[src/rtl/packed_bitfield_array_unit_assert.svh]
// ============================================================================
// Packed bit-field array assertion macros
// Shorthand for the concurrent checks at the end of the top level.
// ============================================================================
`ifndef PACKED_BITFIELD_ARRAY_UNIT_ASSERT_SVH
`define PACKED_BITFIELD_ARRAY_UNIT_ASSERT_SVH

// same-cycle implication
`define PBFA_ASSERT_NOW(label, clk, rst, ante, cons) \
   label: assert property (@(posedge clk) disable iff (rst) (ante) |-> (cons)) \
      else $error("packed_bitfield_array_unit: check failed");

// next-cycle implication
`define PBFA_ASSERT_NEXT(label, clk, rst, ante, cons) \
   label: assert property (@(posedge clk) disable iff (rst) (ante) |=> (cons)) \
      else $error("packed_bitfield_array_unit: check failed");

`endif

[src/rtl/pbfa_pkg.sv]
// ============================================================================
// Packed bit-field array package
// Field widths, defaults, mode codes and the element locator record.
// ============================================================================
package pbfa_pkg;

   localparam int INDEX_BITS      = 15;
   localparam int WIDTH_BITS      = 6;
   localparam int VALUE_BITS      = 32;
   localparam int POS_BITS        = INDEX_BITS + WIDTH_BITS;
   localparam int OFF_BITS        = 6;
   localparam int WORD_BITS_DEF   = 32;
   localparam int STORE_WORDS_DEF = 1024;
   localparam logic [WIDTH_BITS-1:0] WIDTH_RESET = WIDTH_BITS'(8);

   localparam logic MODE_READ  = 1'b0;
   localparam logic MODE_WRITE = 1'b1;

   typedef struct packed {
      logic [POS_BITS-1:0] addr;
      logic [OFF_BITS-1:0] off;
      logic                straddle;
      logic                oor;
   } loc_type;

   function automatic logic [VALUE_BITS-1:0] low_ones(input logic [WIDTH_BITS-1:0] n);
      return ~({VALUE_BITS{1'b1}} << n);
   endfunction

endpackage

[src/rtl/pbfa_locate.sv]
// ============================================================================
// Packed bit-field array element locator
// Three-stage pipe: bit position, reciprocal quotient, remainder correction
// and range check.
// ============================================================================
module pbfa_locate
   import pbfa_pkg::*;
#(
   parameter int WORD_BITS   = WORD_BITS_DEF,
   parameter int STORE_WORDS = STORE_WORDS_DEF
) (
   input  logic                  clock,
   input  logic                  reset,
   input  logic                  start,
   input  logic [INDEX_BITS-1:0] index,
   input  logic [WIDTH_BITS-1:0] width,
   output logic                  loc_valid,
   output loc_type               loc
);

   localparam int K = POS_BITS;
   localparam logic [K:0]          RECIP = (K+1)'((2 ** K) / WORD_BITS);
   localparam logic [POS_BITS-1:0] DIV   = POS_BITS'(WORD_BITS);
   localparam logic [POS_BITS:0]   LIMIT = (POS_BITS+1)'(STORE_WORDS);
   localparam logic [OFF_BITS:0]   WORD_LEN = (OFF_BITS+1)'(WORD_BITS);

   logic                  v1_ff, v2_ff, loc_valid_ff;
   logic [POS_BITS-1:0]   pos_ff, pos2_ff, qest_ff;
   logic [WIDTH_BITS-1:0] w1_ff, w2_ff;
   loc_type               loc_ff;

   logic [2*POS_BITS:0]   prod;
   logic [2*POS_BITS-1:0] qd;
   logic [POS_BITS-1:0]   rem, rem_fix;
   logic                  fix;
   loc_type               loc_in;
   logic [POS_BITS:0]     last_word;

   assign prod = pos_ff * RECIP;
   assign qd   = qest_ff * DIV;

   always_comb begin
      rem              = pos2_ff - qd[POS_BITS-1:0];
      fix              = rem >= DIV;
      rem_fix          = fix ? rem - DIV : rem;
      loc_in.addr      = qest_ff + POS_BITS'(fix);
      loc_in.off       = rem_fix[OFF_BITS-1:0];
      loc_in.straddle  = ((OFF_BITS+1)'(loc_in.off) + (OFF_BITS+1)'(w2_ff)) > WORD_LEN;
      last_word        = (POS_BITS+1)'(loc_in.addr) + (POS_BITS+1)'(loc_in.straddle);
      loc_in.oor       = last_word >= LIMIT;
   end

   always_ff @(posedge clock) begin
      if (reset) begin
         v1_ff        <= 1'b0;
         v2_ff        <= 1'b0;
         loc_valid_ff <= 1'b0;
      end else begin
         v1_ff <= start;
         v2_ff <= v1_ff;
         if (start) begin
            loc_valid_ff <= 1'b0;
         end else if (v2_ff) begin
            loc_valid_ff <= 1'b1;
         end
      end
   end

   always_ff @(posedge clock) begin
      if (start) begin
         pos_ff <= {{WIDTH_BITS{1'b0}}, index} * {{INDEX_BITS{1'b0}}, width};
         w1_ff  <= width;
      end
      if (v1_ff) begin
         qest_ff <= prod[2*POS_BITS-1:POS_BITS];
         pos2_ff <= pos_ff;
         w2_ff   <= w1_ff;
      end
      if (v2_ff) begin
         loc_ff <= loc_in;
      end
   end

   assign loc_valid = loc_valid_ff;
   assign loc       = loc_ff;

endmodule

[config.mk]
export PLATFORM = sky130hd
export DESIGN_NAME = pbfa_locate
export DESIGN_NICKNAME = d
export VERILOG_FILES = /design/src/rtl/packed_bitfield_array_unit_assert.svh /design/src/rtl/pbfa_pkg.sv /design/src/rtl/pbfa_locate.sv
export SDC_FILE = /design/constraint.sdc
export NUM_CORES = 1
export LEC_CHECK = 0
export CORE_ASPECT_RATIO = 0.7
export CORE_UTILIZATION = 45
export DETAILED_ROUTE_END_ITERATION = 16
export DONT_BUFFER_PORTS = 1
export PLACE_DENSITY = 0.73
export SKIP_LAST_GASP = 1
export SLEW_MARGIN = 20
export SYNTH_ARGS = -nofsm -noshare
export SYNTH_HDL_FRONTEND = slang
export SYNTH_SLANG_ARGS = --single-unit
[constraint.sdc]
create_clock -name clock -period 3.91 [get_ports clock]
set_input_delay 0.391 -clock clock [delete_from_list [all_inputs] [get_ports clock]]
set_output_delay 0.391 -clock clock [all_outputs]
set_load 0.05 [all_outputs]
Word level (Yosys, flattened, before mapping). Cells that the tools add are included.

Add/subtract/negate cells: 5. $mul: 1. Divide/modulo/power cells: 0. Order comparisons: 3. Equality and inequality tests: 0. Shift-type cells: 0. Muxes and demuxes: 1. Bitwise gates (word level): 0. Reduce and logical (&&, ||, !) cells: 1.

Operators with widths (number): $ge A21 B6 Y1 const B (1); $mul A15 B6 Y21 (1); $sub A21 B21 Y21 (1); $add A17 B1 Y18 (1); $ge A18 B11 Y1 const B (1); $add A16 B1 Y17 (1); $add A6 B6 Y7 (1); $gt A7 B6 Y1 const B (1); $mux W6 (1); $sub A6 B6 Y6 const B (1); $reduce_or A2 Y1 (1).

Bits in registers: 102. Bits in latches: 0. Bits in writable memories: 0. Bits in read-only memories: 0. Input port bits: 24. Output and inout port bits: 30. Word-level logic and storage cells: 23. Memories kept: 0.

Depth between registers and ports, before layout. Gate-level depths: netlist (run 1).

Depth in word-level cells: 7. Gate-level depth with buffers: 15. Depth with buffers taken out: 14.

Least setup slack after synthesis (run 1). No wires, ideal clock.

Path type: input -> register. From: input width[4]. To: register pos_ff[17] (data pin). Setup time: 266 ps. Arrival: 3922 ps. Required time: 3644 ps. Path slack: -278 ps. Stages: 14. Buffers on the path: 1. Cell sequence: clkbuf_1 and2_1 fa_1 fa_1 inv_1 fa_1 inv_1 ha_1 a21o_1 a221oi_2 o21ai_2 a2111oi_2 o21bai_1 xor2_1.

Longest elaborated chain between the ends: 1.

Ends and longest elaborated chain: start, declared (RTL line pbfa_locate.sv:16) `input logic [WIDTH_BITS-1:0] width,`; $mul A15 B6 Y21 (RTL line pbfa_locate.sv:71) `pos_ff <= {{WIDTH_BITS{1'b0}}, index} * {{INDEX_BITS{1'b0}}, width};`; end signal, assigned (RTL line pbfa_locate.sv:71); end, declared (RTL line pbfa_locate.sv:28) `logic [POS_BITS-1:0] pos_ff, pos2_ff, qest_ff;`.

Every way passes these cells. A chain may end at the register's enable or synchronous reset.

Worst setup path after layout (run 1).
From: input width[0]. To: register pos_ff[17] (data pin).

Same word-level chain as after synthesis.

==> results of run 1 <==
## worst reg2reg max path, stage by stage, from the launching register on
cell and delay (ps):
sky130_fd_sc_hd__edfxtp_1 370, sky130_fd_sc_hd__ha_1 190, sky130_fd_sc_hd__inv_1 60, sky130_fd_sc_hd__fa_1 400
sky130_fd_sc_hd__o21ai_0 180, sky130_fd_sc_hd__a21oi_1 140, sky130_fd_sc_hd__nor4b_1 160, sky130_fd_sc_hd__nor4_1 420
sky130_fd_sc_hd__ha_1 250, sky130_fd_sc_hd__ha_1 150, sky130_fd_sc_hd__nand2_1 50, sky130_fd_sc_hd__nor3_1 260
sky130_fd_sc_hd__nand3_1 120, sky130_fd_sc_hd__o21ai_0 90, sky130_fd_sc_hd__nand3_1 90
## logic make-up (layout without fill, tap and decap cells)
kind of cell	Yosys count	in the layout
flip-flops	80	80
XOR/XNOR	17	17
AO/OA/AOI/OAI	53	53
other	1	6
buffers and inverters	90	95
adder cells (fa/ha/maj)	90	90
AND/OR/NAND/NOR	133	133
## synthesized netlist by cell type (2+ instances only)
master and number:
sky130_fd_sc_hd__edfxtp_1 77, sky130_fd_sc_hd__o21ai_0 11, sky130_fd_sc_hd__o211ai_1 2, sky130_fd_sc_hd__and3_1 2, sky130_fd_sc_hd__a21oi_1 14, sky130_fd_sc_hd__a21o_1 7, sky130_fd_sc_hd__fa_1 54, sky130_fd_sc_hd__inv_1 72
sky130_fd_sc_hd__o21a_1 4, sky130_fd_sc_hd__a31oi_1 2, sky130_fd_sc_hd__nand4_1 3, sky130_fd_sc_hd__and2_1 67, sky130_fd_sc_hd__nand2_1 33, sky130_fd_sc_hd__nor4b_1 3, sky130_fd_sc_hd__a31o_2 2, sky130_fd_sc_hd__nor3_1 3
sky130_fd_sc_hd__a211oi_1 2, sky130_fd_sc_hd__xnor2_1 11, sky130_fd_sc_hd__xor2_1 6, sky130_fd_sc_hd__dfxtp_1 3, sky130_fd_sc_hd__buf_4 6, sky130_fd_sc_hd__nor2_1 8, sky130_fd_sc_hd__ha_1 36, sky130_fd_sc_hd__nand4b_1 2
sky130_fd_sc_hd__nand3_1 7, sky130_fd_sc_hd__clkbuf_1 12, sky130_fd_sc_hd__nor2b_1 4
## registers in the layout (all words and copies together) (netlist names)
register / flops
v2_ff: 1
w1_ff: 6
loc: 23
w2_ff: 6
pos_ff: 21
loc_valid: 1
v1_ff: 1
pos2_ff: 21
## where the power goes
part,switching [mW],internal (mW)
sequential,0.0744,1.18
clock,0.324,0.566
combinational,0.692,0.601
total,1.09,2.35
## layer usage
layer | share of wire, % | vias up | GRT usage [%] | routed length (microns)
met5 | 0 | - | 0 | 0
met3 | 5.2 | 10 | 4.35 | 488
met4 | 0.79 | 0 | 5.43 | 74
li1 | - | 1534 | - | -
met1 | 53 | 1519 | 23.2 | 4960
met2 | 41 | 114 | 24.3 | 3860
## through the flow
| stage | instances | instance area (sq um) | hold slack [ps] |
|---|---|---|---|
| 6_report | 631 | 6090 | 121 |
| 5_1_grt | 631 | 6090 | 100 |
| 4_1_cts | 631 | 6090 | 108 |
| 3_5_place_dp | 615 | 5760 | 405 |
| 3_3_place_gp | 615 | 5760 | 402 |
| 2_1_floorplan | 469 | 5650 | 400 |
## cell type report
type,count,area [sq um]
fillers,1015,5720
multi-input cells,299,2870
flip-flops and latches,80,2370
inverters,72,270
clock buffers,9,225
well taps,157,196
clock inverters,7,103
repair buffers,7,52.6
## path summary, 6_finish.rpt
path,from,to,slack (ps),depth (start not counted)
min reg2reg,pos_ff[6],pos2_ff[6],420,0
max,width[0],pos_ff[17],270,13
max reg2reg,pos2_ff[0],loc[0],740,14
min,reset,v1_ff,120,1
==> out/results.txt, run 1 <==
The run finished with clean final reports. For the post-synthesis cell type count, the log shows 38. The post-route netlist has 9.28% of its cells at a drive strength greater than 1. TritonCTS built the clock tree.

By area the synthesized netlist is led by sky130_fd_sc_hd__edfxtp_1 (42%), sky130_fd_sc_hd__fa_1 (20%), sky130_fd_sc_hd__ha_1 (8.2%). STA puts the critical path data arrival time at 3700 ps. Summing the areas of all fa, ha and maj instances in the mapped netlist gives 27.8% of the synthesized area. On the worst path, the slowest cell contributes a delay of 540 ps.

The post-synthesis async set-or-reset flop share was 0%. The run gives 0 as the antenna diode count. For this design the ratio of total power to cell area is 564 nW/um^2.

Cells fill 51.6% of the core in the end. For the I/O pin count, the log shows 54. Clock root buffer master: sky130_fd_sc_hd__clkbuf_16.

The run gives 0 as the buffers inserted during post-CTS setup optimization. The clock period minus worst slack came out at 3640 ps. Summing the areas of all xor and xnor instances in the mapped netlist gives 2.71% of the synthesized area.

The dominant register cell in the synthesized netlist was sky130_fd_sc_hd__edfxtp_1. The logs give 2.50 nW for the leakage power and 8.33 ps for the clock skew. The count of clock tree sinks came out at 80. The die covers 12,700 sq um.

Synthesis handed over a netlist of 464 instances. The initial antenna violation count is 0, and the layout net count is 583. The simple-gate share of the synthesized area is 13.3%. The total track usage came out at 16.3%. After detailed routing, the number of remaining DRC violations is 0. Entering global routing, the biggest net connects 30 pins.

The kind of capture point of the worst setup path is a register. The half-perimeter wire length after placement was 7.48 mm; the port buffer count was 0. The run gives 3 as the number of H-tree levels. The cell taking the most area after synthesis was sky130_fd_sc_hd__edfxtp_1. The pre-antenna-repair detailed-routing pass consisted of 4 iterations.

STA classifies the critical path startpoint as an input port. The floorplan step set the die width to 134 microns. After clock tree synthesis, the clock-pin slew on the worst setup and hold paths is 60 ps. The run gives 9.38 mm as the routed wire length. Timing would allow up to 275 MHz.

The post-synthesis average cell area was 11.9 sq um; the overflow left after global routing was 0. Counting the buffers created by CTS gives 9. Before CTS, the worst setup slack after placement is -40.9 ps. Setup slack on the critical path of the routed design comes to 273 ps. The cell with the largest stage delay on the worst path was sky130_fd_sc_hd__fa_1. After detailed routing, the number of vias per cell comes to 5.03.

The worst hold path belongs to the class input port to register. Number of buffers inserted by hold repair at cts: 0. Together, buffers and inverters on the worst path number 2. By startpoint and endpoint, the worst setup path is classified as input port to register. The number of pins exceeding their max-slew limit in the final report was 0; the routed via count was 3,177. Sequential cells were found to cover 43.1% of the synthesized design area.

The floorplan step set the die height to 94.5 microns. The tools report the total setup violations reported at the end of the flow as 0. The signal on the critical path passes through and2_1 > fa_1 > fa_1 > inv_1 > fa_1 > inv_2 > ha_4 > a21o_1 > a221oi_4 > o21ai_2 > a2111oi_2 > o21bai_1 > xor2_1. Relative slew slack: 37.5%. At the later pin of the worst-skew pair, clock insertion delay measures 330 ps. The final hold violation count came out at 0.

The clock passes through at most 2 buffers. After synthesis, the share of cell area in mux cells is 0%. The total of max-cap violations was 0; the layout-stage area growth over the synthesis result was 10.7%. After synthesis, the largest family of logic cells by area is adder cells.

The leading cell type in the layout, fill and taps excluded is sky130_fd_sc_hd__edfxtp_1. The top cell types in the final layout, fill and taps aside, are sky130_fd_sc_hd__edfxtp_1 (77), sky130_fd_sc_hd__inv_1 (70), sky130_fd_sc_hd__and2_1 (62), sky130_fd_sc_hd__fa_1 (52), sky130_fd_sc_hd__nand2_1 (33). The run gives 33 as the number of cell rows.

In this run the worst path has a maximum fanout of 16. The share of synthesized area in the top cell type comes to 42.0%. The first-iteration detailed-routing DRC count came out at 132. The initial core utilization is 46.6%. The area of the core was 11,800 sq um; the required time of the critical path was 3970 ps. The number of synthesized flops with an enable pin is 77.

The synthesis warning total was 0. The total power came out at 3.44 mW. Dominant cell type by count on the critical path: sky130_fd_sc_hd__fa_1. The transition time at the pin with the least slew margin works out to 936 ps. The run gives 5500 sq um as the area of the mapped netlist. For the final routed database, the setup TNS stands at 0 ps. In this design, the largest share of critical-path delay is due to adder cells. Setup repair after global routing left no endpoint under its margin. In this run, post-CTS repair resized a total of 0 instances. Final period utilization: 93.0%. The detail route stage leaves a number of antenna-violating nets equal to 0. Summing the areas of all compound-gate instances in the mapped netlist gives 6.48% of the synthesized area.

The synthesized design contains 80 register bits. Last weighted congestion value of the routability-driven placer: 0.834. After detailed routing, the average wire length per cell comes to 14.9 microns.

Across the VDD grid, the largest voltage drop is 339 uV. The first-pass GRT wire length was 16.0 mm. The run gives 3,408 as the number of global-route vias before repair.
Note: power is estimated with default switching activity, not from simulation.
==> run 2: changes to the inputs <==
--- a/config.mk
+++ b/config.mk
@@ -7,9 +7,11 @@
 export LEC_CHECK = 0
 export CORE_ASPECT_RATIO = 0.7
 export CORE_UTILIZATION = 45
+export CTS_BUF_LIST = sky130_fd_sc_hd__clkbuf_8 sky130_fd_sc_hd__clkbuf_16
 export DETAILED_ROUTE_END_ITERATION = 16
 export DONT_BUFFER_PORTS = 1
 export PLACE_DENSITY = 0.73
+export RECOVER_POWER = 25
 export SKIP_LAST_GASP = 1
 export SLEW_MARGIN = 20
 export SYNTH_ARGS = -nofsm -noshare
==> out/results.txt, run 2 (same netlist as run 1, synthesis figures left out) <==
The dominant cell type by count on the critical path was sky130_fd_sc_hd__fa_1 (unchanged). The flow ran to the end, and the final reports show no timing, DRC or antenna violations. The routed wirelength normalized by instance count was 14.9 microns (unchanged).

The total track usage is 16.3% (unchanged), and the last weighted congestion value of the routability-driven placer is 0.834 (unchanged). The tools report the clock skew as 8.33 ps (unchanged). The count of non-filler cells in the finished layout was 631 (unchanged). Die width: 134 microns (unchanged). The tools report the clock network latency to the later pin of the worst-skew pair as 330 ps (about the same).

Final-layout worst hold slack: 121 ps (unchanged). The clock transition at the registers of the reported paths works out to 60 ps (about the same). The initial antenna violation count was 0 (unchanged). The port buffer count came out at 0 (unchanged). The logs give 0 (unchanged) for the post-route antenna net violation count and 0 (unchanged) for the antenna diode count. Type of the worst setup path: input port to register (unchanged). The number of H-tree levels was 3 (unchanged); the arrival time reported for the critical path endpoint was 3700 ps (about the same).

For the total setup violations reported at the end of the flow, the log shows 0 (unchanged). The proportion of layout cells with a drive suffix above 1 was 9.28% (unchanged). The total buffers and inverters traversed by the critical path is 2 (unchanged), and the number of buffers inserted by hold repair at cts is 0 (unchanged).

The required time of the critical path was 3970 ps (about the same); the clock period minus worst slack was 3640 ps (about the same). The flip-flop count of the largest register, all copies and words added works out to 23 (unchanged). The final period utilization came out at 93.0% (about the same). The startpoint type of the worst setup path was an input port (unchanged). The maximum cell stage delay along the critical path is 540 ps (about the same). The routed via count is 3,168 (was 3,177), and the layout-stage area growth over the synthesis result is 10.7% (unchanged).

The total of max-cap violations was 0 (unchanged); the detailed-route vias per instance was 5.02 (was 5.03). The number of pins exceeding their max-slew limit in the final report was 0 (unchanged). The clock root buffer master is sky130_fd_sc_hd__clkbuf_16 (unchanged). The run gives 12,700 sq um (unchanged) as the area of the die. The cell with the largest stage delay on the worst path is sky130_fd_sc_hd__fa_1 (unchanged). Achievable clock frequency: 275 MHz (about the same). The number of global-route vias before repair came out at 3,408 (unchanged). TritonCTS built the clock tree. Kind of capture point of the worst setup path: a register (unchanged). For the count of cells resized by post-cts repair, the log shows 0 (unchanged). The logs give 30 (unchanged) for the maximum number of pins on one net before global-route repair and 7.48 mm (unchanged) for the half-perimeter wire length after placement.

The run gives 339 uV (about the same) as the maximum ir drop on the vdd rail. The cell area power density works out to 564 nW/um^2 (about the same). Leading cell type in the layout, fill and taps excluded: sky130_fd_sc_hd__edfxtp_1 (unchanged).

The layout net count came out at 583 (unchanged). The routed wire length is 9.38 mm (unchanged), and the first-iteration detailed-routing DRC count is 126 (was 132). The initial core utilization is 46.6% (unchanged), and the first-pass GRT wire length is 16.0 mm (unchanged).

The number of buffers on the longest clock path is 2 (unchanged). The final hold violation count was 0 (unchanged). For the leakage power, the log shows 2.50 nW (about the same). The run gives 0 (unchanged) as the buffers inserted during post-CTS setup optimization.

The overflow left after global routing was 0 (unchanged); the transition time at the pin with the least slew margin was 936 ps (unchanged). The logs give 37.5% (unchanged) for the relative slew slack and 80 (unchanged) for the count of clock tree sinks. The logs give 11,800 sq um (unchanged) for the area of the core and 51.6% (unchanged) for the post-layout utilization of the core. The run gives 54 (unchanged) as the I/O pin count.

Ordered list of cells on the worst path: and2_1 > fa_1 > fa_1 > inv_1 > fa_1 > inv_2 > ha_4 > a21o_1 > a221oi_4 > o21ai_2 > a2111oi_2 > o21bai_1 > xor2_1 (unchanged). The chip height is 94.5 microns (unchanged). Kind of cell adding the most delay to the critical path: adder cells (unchanged). The type of the most critical hold path is input port to register (unchanged). The total CTS buffers is 9 (unchanged), and the post-detailed-route DRC marker count is 0 (unchanged). Commonest non-fill, non-tap cells in the layout: sky130_fd_sc_hd__edfxtp_1 (77), sky130_fd_sc_hd__inv_1 (70), sky130_fd_sc_hd__and2_1 (61), sky130_fd_sc_hd__fa_1 (52), sky130_fd_sc_hd__nand2_1 (33) (was sky130_fd_sc_hd__edfxtp_1 (77), sky130_fd_sc_hd__inv_1 (70), sky130_fd_sc_hd__and2_1 (62), sky130_fd_sc_hd__fa_1 (52), sky130_fd_sc_hd__nand2_1 (33)). The number of cell rows came out at 33 (unchanged). Detailed-router iteration count before antenna repair: 4 (unchanged). The placed cell count was 615 (unchanged); the largest fanout on the critical path was 16 (unchanged).

Setup repair after global routing left no endpoint under its margin.
## run 2: cell counts in the layout (fill, tap and decap cells not counted)
No cell type changed its count.
## run 2: area by class of cell
class,count,area [sq um]
Fill cell,1015,5720
Multi-Input combinational cell,299,2870
Sequential cell,80,2370
Inverter,72,270
Clock buffer,9,225
Tap cell,157,196
Clock inverter,7,103
Timing Repair Buffer,7,52.6
## run 2: worst register-to-register path: cells and delay by family (launching register included)
family | cells | cell delay (ps)
AOI/OAI and AO/OA | 3 | 410
adders and majority gates | 4 | 990
buffers and inverters | 1 | 60
and+or+nand+nor | 6 | 1100
DFF | 1 | 370
## run 2: metrics by stage
stage	power, mW	cell area (sq um)	TNS (ps)	setup slack [ps]
after floorplan	2.25	5650	-2.01	-2.01
after global placement	2.51	5760	0	31.5
after detailed placement	2.55	5760	-57.6	-40.9
after CTS	3.46	6090	0	302
after global routing	3.68	6090	0	111
final	3.44	6090	0	273
## run 2: path summary, 6_finish.rpt
path	depth (start not counted)	end	slack (ps)	startpoint
worst min register to register	0	pos2_ff[6]	420	pos_ff[6]
worst max register to register	14	loc[0]	740	pos2_ff[0]
worst min-delay path	1	v1_ff	120	reset
worst max-delay path	13	pos_ff[17]	270	width[0]
## run 2: metal layers
metal  wire length, microns  GRT usage, %  vias to the layer above
met4                     74          5.43                        0
met2                   3860          24.3                      112
met1                   4970          23.2                     1512
met5                      0             0                        -
met3                    481          4.35                       10
li1                       -             -                     1534
## run 2: power by group
group	internal, mW	switching, mW
Clock	0.566	0.324
Combinational	0.601	0.692
Sequential	1.18	0.0744
